--- config.mk ---
export PLATFORM = sky130hd
export DESIGN_NAME = intel_hex_record_parser
export DESIGN_NICKNAME = d
export VERILOG_FILES = /design/src/hw/rtl/ihex_pkg.sv /design/src/hw/rtl/intel_hex_record_parser.sv
export SDC_FILE = /design/constraint.sdc
export NUM_CORES = 1
export LEC_CHECK = 0
export BUFFER_PORTS_ARGS = -buffer_cell sky130_fd_sc_hd__buf_2
export CAP_MARGIN = 10
export CELL_PAD_IN_SITES_DETAIL_PLACEMENT = 2
export CELL_PAD_IN_SITES_GLOBAL_PLACEMENT = 2
export CORE_ASPECT_RATIO = 0.7
export CORE_UTILIZATION = 40
export CTS_CLUSTER_DIAMETER = 120
export CTS_CLUSTER_SIZE = 28
export DETAILED_ROUTE_END_ITERATION = 12
export PLACE_DENSITY = 0.95
export SYNTH_ARGS = -nofsm -noshare
export SYNTH_HDL_FRONTEND = slang
export SYNTH_SLANG_ARGS = --single-unit
--- constraint.sdc ---
create_clock -name aclk -period 7.3 [get_ports aclk]
set_input_delay 0.365 -clock aclk [delete_from_list [all_inputs] [get_ports aclk]]
set_output_delay 0.365 -clock aclk [all_outputs]
set_load 0.01 [all_outputs]
--- src/hw/rtl/ihex_pkg.sv ---
// Shared types and constants for the Intel HEX record parser.
`timescale 1ns / 1ps
`default_nettype none

package ihex_pkg;

    // Record parsing phases; unused codes of the 3-bit encoding behave as idle.
    typedef enum logic [2:0] {
        PH_IDLE  = 3'd0,
        PH_COUNT = 3'd1,
        PH_ADDR  = 3'd2,
        PH_TYPE  = 3'd3,
        PH_DATA  = 3'd4,
        PH_CHECK = 3'd5
    } phase_t;

    localparam logic [7:0] CHAR_COLON = 8'd58;
    localparam logic [7:0] CHAR_ZERO  = 8'd48;
    localparam logic [7:0] CHAR_NINE  = 8'd57;
    localparam logic [7:0] CHAR_UPA   = 8'd65;
    localparam logic [7:0] CHAR_UPF   = 8'd70;
    localparam logic [7:0] CHAR_ALPHA_OFS = 8'd55;

    // Number of address digits in a record.
    localparam logic [2:0] ADDR_DIGITS = 3'd4;

    localparam int TDATA_W = 80;

endpackage

`default_nettype wire

--- src/hw/rtl/intel_hex_record_parser.sv ---
// Top level of the Intel HEX record parser: character intake, parse state and result word.
`timescale 1ns / 1ps
`default_nettype none

// Intel HEX record parser. Each input word carries one ASCII character; the block
// waits for ':' and then reads the byte count, four address digits (most
// significant first), the record type, the data bytes and the checksum. Only the
// uppercase digits 0-9 and A-F are hex; any other character inside a record sets
// the bad-digit flag and contributes its low four bits. Characters between
// records, CR and LF included, are dropped. Every completed data byte produces
// one result word, and the checksum (reported as read, not verified) produces a
// summary word with the incremented record count. The block takes one character
// per clock cycle unless a full output register holds it back: a character is
// held in an input register, decoded by a single level of logic that updates the
// parse state, and any result lands in an output register. A completed result
// word is registered in the output register before it is presented on the master
// side, and a full output register only stalls intake while it is not being taken.
module intel_hex_record_parser
    import ihex_pkg::*;
(
    input  wire                 aclk,
    input  wire                 aresetn,

    input  wire                 s_tvalid,
    output logic                s_tready,
    input  wire  [7:0]          s_tdata,   // [7:0] char_in

    output logic                m_tvalid,
    input  wire                 m_tready,
    // [7:0] data_byte, [15:8] data_index, [23:16] record length, [39:24] load_address,
    // [47:40] record_type, [55:48] checksum_byte, [71:56] record_number,
    // [72] bad_digit, [79:73] zero
    output logic [TDATA_W-1:0]  m_tdata,
    output logic                m_tuser    // [0] is_summary
);

    // Input register.
    logic        in_valid_reg, in_valid_next;
    logic [7:0]  in_char_reg;

    // Parse state.
    phase_t      phase_reg, phase_next;
    logic [2:0]  digit_cnt_reg, digit_cnt_next;
    logic [3:0]  high_nib_reg, high_nib_next;
    logic [7:0]  count_reg, count_next;
    logic [15:0] addr_reg, addr_next;
    logic [7:0]  type_reg, type_next;
    logic [7:0]  data_cnt_reg, data_cnt_next;
    logic [15:0] records_reg, records_next;
    logic        bad_reg, bad_next;

    // Output register.
    logic        out_valid_reg, out_valid_next;
    logic        out_summary_reg, out_summary_next;
    logic [7:0]  out_byte_reg, out_byte_next;
    logic [7:0]  out_index_reg, out_index_next;
    logic [7:0]  out_count_reg, out_count_next;
    logic [15:0] out_addr_reg, out_addr_next;
    logic [7:0]  out_type_reg, out_type_next;
    logic [7:0]  out_chk_reg, out_chk_next;
    logic [15:0] out_recnum_reg, out_recnum_next;
    logic        out_bad_reg, out_bad_next;

    logic        advance;
    logic        emit;
    logic [3:0]  nib;
    logic        nib_bad;
    logic [7:0]  byte_val;
    logic [7:0]  data_cnt_inc;
    logic [2:0]  addr_cnt_inc;
    logic [7:0]  alpha_val;

    // The held character moves on whenever the output register has room for its result.
    assign advance  = in_valid_reg && (!out_valid_reg || m_tready);
    assign s_tready = !in_valid_reg || advance;

    assign alpha_val    = in_char_reg - CHAR_ALPHA_OFS;
    assign byte_val     = {high_nib_reg, nib};
    assign data_cnt_inc = data_cnt_reg + 8'd1;
    assign addr_cnt_inc = digit_cnt_reg + 3'd1;

    // Hex digit decode; a non-hex character keeps its low four bits and is flagged.
    always_comb begin
        if (in_char_reg >= CHAR_ZERO && in_char_reg <= CHAR_NINE) begin
            nib     = in_char_reg[3:0];
            nib_bad = 1'b0;
        end else if (in_char_reg >= CHAR_UPA && in_char_reg <= CHAR_UPF) begin
            nib     = alpha_val[3:0];
            nib_bad = 1'b0;
        end else begin
            nib     = in_char_reg[3:0];
            nib_bad = 1'b1;
        end
    end

    assign in_valid_next = s_tready ? s_tvalid : in_valid_reg;

    // Next parse state and result for the held character.
    always_comb begin
        phase_next       = phase_reg;
        digit_cnt_next   = digit_cnt_reg;
        high_nib_next    = high_nib_reg;
        count_next       = count_reg;
        addr_next        = addr_reg;
        type_next        = type_reg;
        data_cnt_next    = data_cnt_reg;
        records_next     = records_reg;
        bad_next         = bad_reg;
        emit             = 1'b0;
        out_summary_next = out_summary_reg;
        out_byte_next    = out_byte_reg;
        out_index_next   = out_index_reg;
        out_count_next   = out_count_reg;
        out_addr_next    = out_addr_reg;
        out_type_next    = out_type_reg;
        out_chk_next     = out_chk_reg;
        out_recnum_next  = out_recnum_reg;
        out_bad_next     = out_bad_reg;

        if (advance) begin
            case (phase_reg)
                PH_COUNT, PH_ADDR, PH_TYPE, PH_DATA, PH_CHECK: begin
                    if (nib_bad) begin
                        bad_next = 1'b1;
                    end
                    if (phase_reg == PH_ADDR) begin
                        addr_next = {addr_reg[11:0], nib};
                        if (addr_cnt_inc >= ADDR_DIGITS) begin
                            digit_cnt_next = 3'd0;
                            phase_next     = PH_TYPE;
                        end else begin
                            digit_cnt_next = addr_cnt_inc;
                        end
                    end else if (digit_cnt_reg == 3'd0) begin
                        high_nib_next  = nib;
                        digit_cnt_next = 3'd1;
                    end else begin
                        digit_cnt_next = 3'd0;
                        case (phase_reg)
                            PH_COUNT: begin
                                count_next = byte_val;
                                phase_next = PH_ADDR;
                            end
                            PH_TYPE: begin
                                type_next     = byte_val;
                                data_cnt_next = 8'd0;
                                phase_next    = (count_reg == 8'd0) ? PH_CHECK : PH_DATA;
                            end
                            PH_DATA: begin
                                emit             = 1'b1;
                                out_summary_next = 1'b0;
                                out_byte_next    = byte_val;
                                out_index_next   = data_cnt_reg;
                                out_chk_next     = 8'd0;
                                out_recnum_next  = records_reg;
                                data_cnt_next    = data_cnt_inc;
                                if (data_cnt_inc >= count_reg) begin
                                    phase_next = PH_CHECK;
                                end
                            end
                            default: begin
                                // Checksum complete: close the record.
                                emit             = 1'b1;
                                records_next     = records_reg + 16'd1;
                                out_summary_next = 1'b1;
                                out_byte_next    = 8'd0;
                                out_index_next   = 8'd0;
                                out_chk_next     = byte_val;
                                out_recnum_next  = records_reg + 16'd1;
                                phase_next       = PH_IDLE;
                            end
                        endcase
                        out_count_next = count_reg;
                        out_addr_next  = addr_reg;
                        out_type_next  = type_reg;
                        out_bad_next   = bad_reg | nib_bad;
                    end
                end
                default: begin
                    // Idle, or an unused code: wait for the start of a record.
                    phase_next = PH_IDLE;
                    if (in_char_reg == CHAR_COLON) begin
                        phase_next     = PH_COUNT;
                        digit_cnt_next = 3'd0;
                        high_nib_next  = 4'd0;
                        count_next     = 8'd0;
                        addr_next      = 16'd0;
                        type_next      = 8'd0;
                        data_cnt_next  = 8'd0;
                        bad_next       = 1'b0;
                    end
                end
            endcase
        end

        if (advance) begin
            out_valid_next = emit;
        end else if (m_tready) begin
            out_valid_next = 1'b0;
        end else begin
            out_valid_next = out_valid_reg;
        end
    end

    always_ff @(posedge aclk) begin
        if (!aresetn) begin
            in_valid_reg  <= 1'b0;
            out_valid_reg <= 1'b0;
            phase_reg     <= PH_IDLE;
            digit_cnt_reg <= 3'd0;
            high_nib_reg  <= 4'd0;
            count_reg     <= 8'd0;
            addr_reg      <= 16'd0;
            type_reg      <= 8'd0;
            data_cnt_reg  <= 8'd0;
            records_reg   <= 16'd0;
            bad_reg       <= 1'b0;
        end else begin
            in_valid_reg  <= in_valid_next;
            out_valid_reg <= out_valid_next;
            phase_reg     <= phase_next;
            digit_cnt_reg <= digit_cnt_next;
            high_nib_reg  <= high_nib_next;
            count_reg     <= count_next;
            addr_reg      <= addr_next;
            type_reg      <= type_next;
            data_cnt_reg  <= data_cnt_next;
            records_reg   <= records_next;
            bad_reg       <= bad_next;
        end
    end

    // Payload registers carry no reset.
    always_ff @(posedge aclk) begin
        if (s_tready) begin
            in_char_reg <= s_tdata;
        end
        out_summary_reg <= out_summary_next;
        out_byte_reg    <= out_byte_next;
        out_index_reg   <= out_index_next;
        out_count_reg   <= out_count_next;
        out_addr_reg    <= out_addr_next;
        out_type_reg    <= out_type_next;
        out_chk_reg     <= out_chk_next;
        out_recnum_reg  <= out_recnum_next;
        out_bad_reg     <= out_bad_next;
    end

    assign m_tvalid = out_valid_reg;
    assign m_tuser  = out_summary_reg;
    assign m_tdata  = {7'd0, out_bad_reg, out_recnum_reg, out_chk_reg, out_type_reg,
                       out_addr_reg, out_count_reg, out_index_reg, out_byte_reg};

endmodule

`default_nettype wire
==> metrics, run 1 <==
status=finished, final reports clean; initial drt markers=405; fin nets=681; Final GP Congestion=0.826; PwrDens=245 nW/um^2; routed vias=4967; Ports=95; crit path max fanout=26; cell family with most CP delay=simple AND/OR/NAND/NOR gates; Mapped Cells=~570; Slowest-stage cell, CP=nor3b_4; dominant cell type by area after synthesis=edfxtp_1; CP Launch Type=register; yosys synthesis warning count=0; share of layout cells above drive strength 1=0.210; Synth Area in Simple Gates=0.181; Arr. time, crit path=4.09 ns; CTS tree=built; Final WS setup=3.53 ns; Buf+Inv Stages, Crit Path=1; Congestion Overflow GR=0; synth-to-layout area growth=18.8%; peak supply drop=156 uV; TritonCTS Sinks=about 150; crit end category=register; fmax=roughly 0.27 GHz; mux contribution to synthesized area=0.0219; synthesized area per cell=11.2 sq um; # DRC=0; pin count of the biggest net entering global routing=54; register area share after synthesis=0.600; Post-Place Setup Slack=3.35 ns; number of global-route vias before repair=5483; share of the synthesized area in the top cell type=0.384; maxcap violations=0; Post-Synth Adder-Cell Area=0.0313; Max-slew headroom=0.260; GR Util All Layers=0.286; Die Footprint=between 15000 and 20000 sq um; Post-synth EDFFs=82; commonest cells after routing, fill and taps aside=buf_2 (87), edfxtp_1 (82), dfxtp_1 (69); Mapped Area=6410 sq um; Most used DFF post-synth=edfxtp_1; CP Cell Sequence=nor3b_4 -> inv_1 -> nor3_2 -> nand2b_1 -> a221oi_1; Clock Latency Late Sink=0.44 ns; post-synthesis xor/xnor area fraction=0.0438; CP required=7.62 ns; setup TNS=0 ns; initial antenna violation count=0; CTS Hold Bufs=0; commonest non-fill, non-tap cell in the layout=buf_2; worst hold path type=in2reg; cell leakage power=3.03 nW; ys async rst share=0; largest cells by area after synthesis=edfxtp_1 (38%), dfxtp_1 (22%), nand2_1 (3.9%); hold_ws=0.106 ns; CTS max path bufs=2; WL/cell=26.1 um; first-pass GRT wire length=34.3 mm; DIE HEIGHT=108 um; crit share post-route=0.516; Setup Buffers After CTS=0; post-synthesis register bit count=between 150 and 200; Slew Viols, Final=0; Synth cell types=61; # rows=38; Slew @ Worst Pin=1.11 ns; area fraction in compound gates after synthesis=0.0873; CTS Root Cell=clkbuf_16; Non-Filler Instances=866; crit path kind=reg2reg; Pre-Repair DR Iteration Count=5; unrepaired setup endpoints after global routing=false; placed wire-length estimate=around 14 mm; Hold Fails Final Rpt=0; Initial Util=0.411; DIE WIDTH=approximately 150 um; final setup violation count=0; largest family of logic cells by synthesized area=simple AND/OR/NAND/NOR gates; Antenna Diode Count=0; Crit path largest cell delay=0.99 ns; clock-pin transition on the worst setup and hold timing paths=~0.070 ns; via/cell ratio=around 5.7; fin util=0.488; post-route ant nets=0; Cells after DPL=834; Final min period=3.77 ns; CTS buffer count=17; port bufs=87; post-CTS sizing=0; Core ar.=15600 sq um; clk_skew=0.0155 ns; Detailed Route WL=22.6 mm; H-tree levels=4
## cell families after synthesis
| logic type | Yosys count |
|---|---|
| AOI/OAI and AO/OA | 82 |
| xor gates and xnor gates | 32 |
| adders and majority gates | 16 |
| buffers and inverters | 48 |
| DFF | 151 |
| muxes | 14 |
| other | 1 |
| and+or+nand+nor | 227 |
## power by group
| part | switching (mW) | leakage, nW | internal, mW |
|---|---|---|---|
| combinational | 0.0226 | 1.28 | 0.00711 |
| clock | 0.418 | 0.299 | 0.520 |
| sequential | 0.00317 | 1.45 | 0.890 |
| total | 0.444 | 3.03 | 1.42 |
## synthesized netlist by cell type (all sizes together), types with 9 or more instances
master	number
a21oi	20
and2	13
buf	14
clkbuf	19
dfxtp	69
edfxtp	82
ha	16
inv	15
mux2i	14
nand2	66
nand2b	13
nand3	23
nand4	12
nor2	54
nor2b	9
nor4	9
o21ai	13
o22ai	17
xnor2	13
xor2	19
## per-stage QoR
step           power [mW]  area [sq um]
3_3_place_gp        0.938          6990
4_1_cts              1.87          7600
3_5_place_dp        0.940          6990
5_1_grt              1.91          7610
2_1_floorplan       0.931          6430
6_report             1.86          7610
## worst paths after layout
kind,from,endpoint,slack (ns),cells past startpoint
min,s_tdata[4],in_char_reg[4]$_DFFE_PP_,0.11,1
min reg2reg,type_reg[7]$_SDFFE_PN0P_,out_type_reg[7]$_DFFE_PP_,0.44,0
max,phase_reg[2]$_SDFFE_PN0P_,data_cnt_reg[5]$_SDFFE_PN0P_,3.53,5
max reg2reg,phase_reg[2]$_SDFFE_PN0P_,data_cnt_reg[5]$_SDFFE_PN0P_,3.53,5
## cell type report
class                   count  area [sq um]
multi-input cells         378          2390
flip-flops and latches    151          3840
clock inverters            15           184
fillers                  1570          7990
clock buffers              17           425
repair buffers             90           458
well taps                 200           250
inverters                  15          56.3
## worst register-to-register path, stage by stage (launching register included)
cell,delay [ns]
dfxtp_1,0.64
nor3b_4,0.99
inv_1,0.60
nor3_2,0.84
nand2b_1,0.19
a221oi_1,0.39
## routing by layer
metal | vias up | routed length (um) | GRT usage
met5 | - | 0 | 0
met3 | 55 | 1170 | 0.0725
met1 | 2511 | 9470 | 0.347
li1 | 2196 | - | -
met2 | 205 | 11300 | 0.487
met4 | 0 | 676 | 0.120
(Power assumes the default switching activity.)
==> inputs of run 2 (changes only) <==
- CORE_UTILIZATION: 40 -> 37
- PLACE_DENSITY: 0.95 -> 0.91
- clock period: 7.3 -> 3.85 ns (I/O delays scaled with it)
==> run 2 against run 1 <==
Sequential cell count unchanged. Cell count increased by 4.4%. Hold slack improved by 0.032 ns. Critical path depth increased by 1. Die area increased by 8.0%. Non-clock buffer count increased by 13. Combinational power increased by 120%. Critical path type unchanged. Largest cell class unchanged. Largest power group unchanged.
==> metrics, run 2 (synthesized netlist as in run 1, its figures left out) <==
final setup violation count=0 (unchanged); Initial Util=0.385 (-0.0258); Ports=95 (unchanged); peak supply drop=268 uV (+72%); # rows=39 (+2.6%); status=finished, final reports clean; synth-to-layout area growth=20.9%; GR Util All Layers=0.229 (-0.0572); DIE HEIGHT=112 um (+3.9%); first-pass GRT wire length=31.1 mm (-9.3%); Post-Place Setup Slack=1.03 ns (-2.33 ns); port bufs=87 (unchanged); Final min period=2.88 ns (-0.894 ns); CTS Hold Bufs=9 (+9); Hold Fails Final Rpt=0 (unchanged); post-route ant nets=0 (unchanged); share of layout cells above drive strength 1=0.209 (-0.00108); crit share post-route=0.747 (+0.231); Crit path largest cell delay=0.94 ns (-0.05 ns); Antenna Diode Count=0 (unchanged); CTS buffer count=17 (unchanged); CTS Root Cell=clkbuf_16; Register Area=3840 sq um (unchanged); Slowest-stage cell, CP=mux2i_1; setup TNS=0 ns (unchanged); CP Launch Type=register; Layout fillers=1667 (+6.2%); CTS tree=built; H-tree levels=4 (unchanged); Congestion Overflow GR=0 (unchanged); WL/cell=21.7 um (-17%); Slew Viols, Final=0 (unchanged); TritonCTS Sinks=151 (unchanged); total power=3.49 mW (+88%); initial drt markers=294 (-27%); Non-Filler Instances=904 (+4.4%); fin nets=694 (+1.9%); crit path max fanout=7 (-73%); Clock Latency Late Sink=0.44 ns (about the same); Core ar.=16600 sq um (+6.7%); cell family with most CP delay=multiplexers; Final WS setup=0.973 ns (-2.56 ns); Arr. time, crit path=3.01 ns (-1.08 ns); area occupied by multi-input gates=2380 sq um (-0.21%); # DRC=0 (unchanged); crit end category=register; clk_skew=0.00989 ns (-0.00556 ns); cell leakage power=3.05 nW (+0.66%); CP required=3.98 ns (-3.64 ns); placed wire-length estimate=12.7 mm (-10%); worst hold path type=in2reg; routed vias=4869 (-2.0%); clock-pin transition on the worst setup and hold timing paths=0.07 ns (about the same); maxcap violations=0 (unchanged); initial antenna violation count=0 (unchanged); crit path kind=reg2reg; via/cell ratio=5.39 (-6.1%); fmax=0.348 GHz (+31%); number of global-route vias before repair=5331 (-2.8%); PwrDens=451 nW/um^2 (+84%); commonest non-fill, non-tap cell in the layout=buf_2; DIE WIDTH=159 um (+3.9%); CTS max path bufs=2 (unchanged); commonest cells after routing, fill and taps aside=buf_2 (87), edfxtp_1 (82), dfxtp_1 (69); Slew @ Worst Pin=1.06 ns (-0.0440 ns); post-CTS sizing=0 (unchanged); Detailed Route WL=19.7 mm (-13%); Final GP Congestion=0.827 (+0.15%); Cells after DPL=862 (+3.4%); CP Cell Sequence=inv_1 -> ha_1 -> nor3b_1 -> nor4_4 -> mux2i_1 -> nor2_1; Pre-Repair DR Iteration Count=4 (-1); unrepaired setup endpoints after global routing=false; Max-slew headroom=0.270 (+0.00986); Die Footprint=17900 sq um (+8.0%); hold_ws=0.139 ns (+0.0323 ns); pin count of the biggest net entering global routing=53 (-1.9%); Buf+Inv Stages, Crit Path=1 (unchanged); Setup Buffers After CTS=0 (unchanged)
==> run 2: cell types whose count changed in the layout (fill, tap and decap cells not counted), sizes merged <==
cell / previous run / this run
dlygate4sd3: 0 / 9
inv: 23 / 18
buf: 90 / 94
clkinvlp: 0 / 3
bufinv: 2 / 3
clkbuf: 17 / 18
==> run 2: per-stage QoR <==
step	util	instance area, sq um
after global placement	0.423	7050
after CTS	0.465	7740
after floorplan	-	6430
after global routing	0.466	7750
after detailed placement	0.423	7050
final	0.466	7750
==> run 2: final timing paths <==
path	depth (start not counted)	end	from	slack, ns
worst max-delay path	6	out_chk_reg[1]$_SDFFCE_PP0P_	in_char_reg[0]$_DFFE_PP_	0.97
worst min-delay path	4	m_tvalid$_SDFFE_PN0P_	m_tready	0.14
worst max register to register	6	out_chk_reg[1]$_SDFFCE_PP0P_	in_char_reg[0]$_DFFE_PP_	0.97
worst min register to register	0	out_type_reg[5]$_DFFE_PP_	type_reg[5]$_SDFFE_PN0P_	0.44
==> run 2: cell type report <==
cell class | instances | area share
sequential | 151 | 0.496
clock inverter | 14 | 0.0224
inverter | 15 | 0.00727
timing repair buffer | 103 | 0.0746
clock buffer | 18 | 0.0554
multi-input combinational | 378 | 0.308
tap | 225 | 0.0363
==> run 2: power by group <==
| group | total (mW) | switching (mW) | internal (mW) |
|---|---|---|---|
| Sequential | 1.69 | 0.00664 | 1.69 |
| Combinational | 0.0659 | 0.0458 | 0.0201 |
| Clock | 1.73 | 0.706 | 1.02 |
==> run 2: metal layers <==
layer	wire [um]	track usage	vias to the layer above
met5	0	0	-
met4	255	0.0718	0
met3	668	0.0492	21
met2	10100	0.404	106
met1	8650	0.281	2519
li1	-	-	2223
==> run 2: tightest hold or removal path, stage by stage <==
cell	delay (ns)
buf_2	0.08
nor2b_1	0.09
nor2_1	0.12
nor2_1	0.04
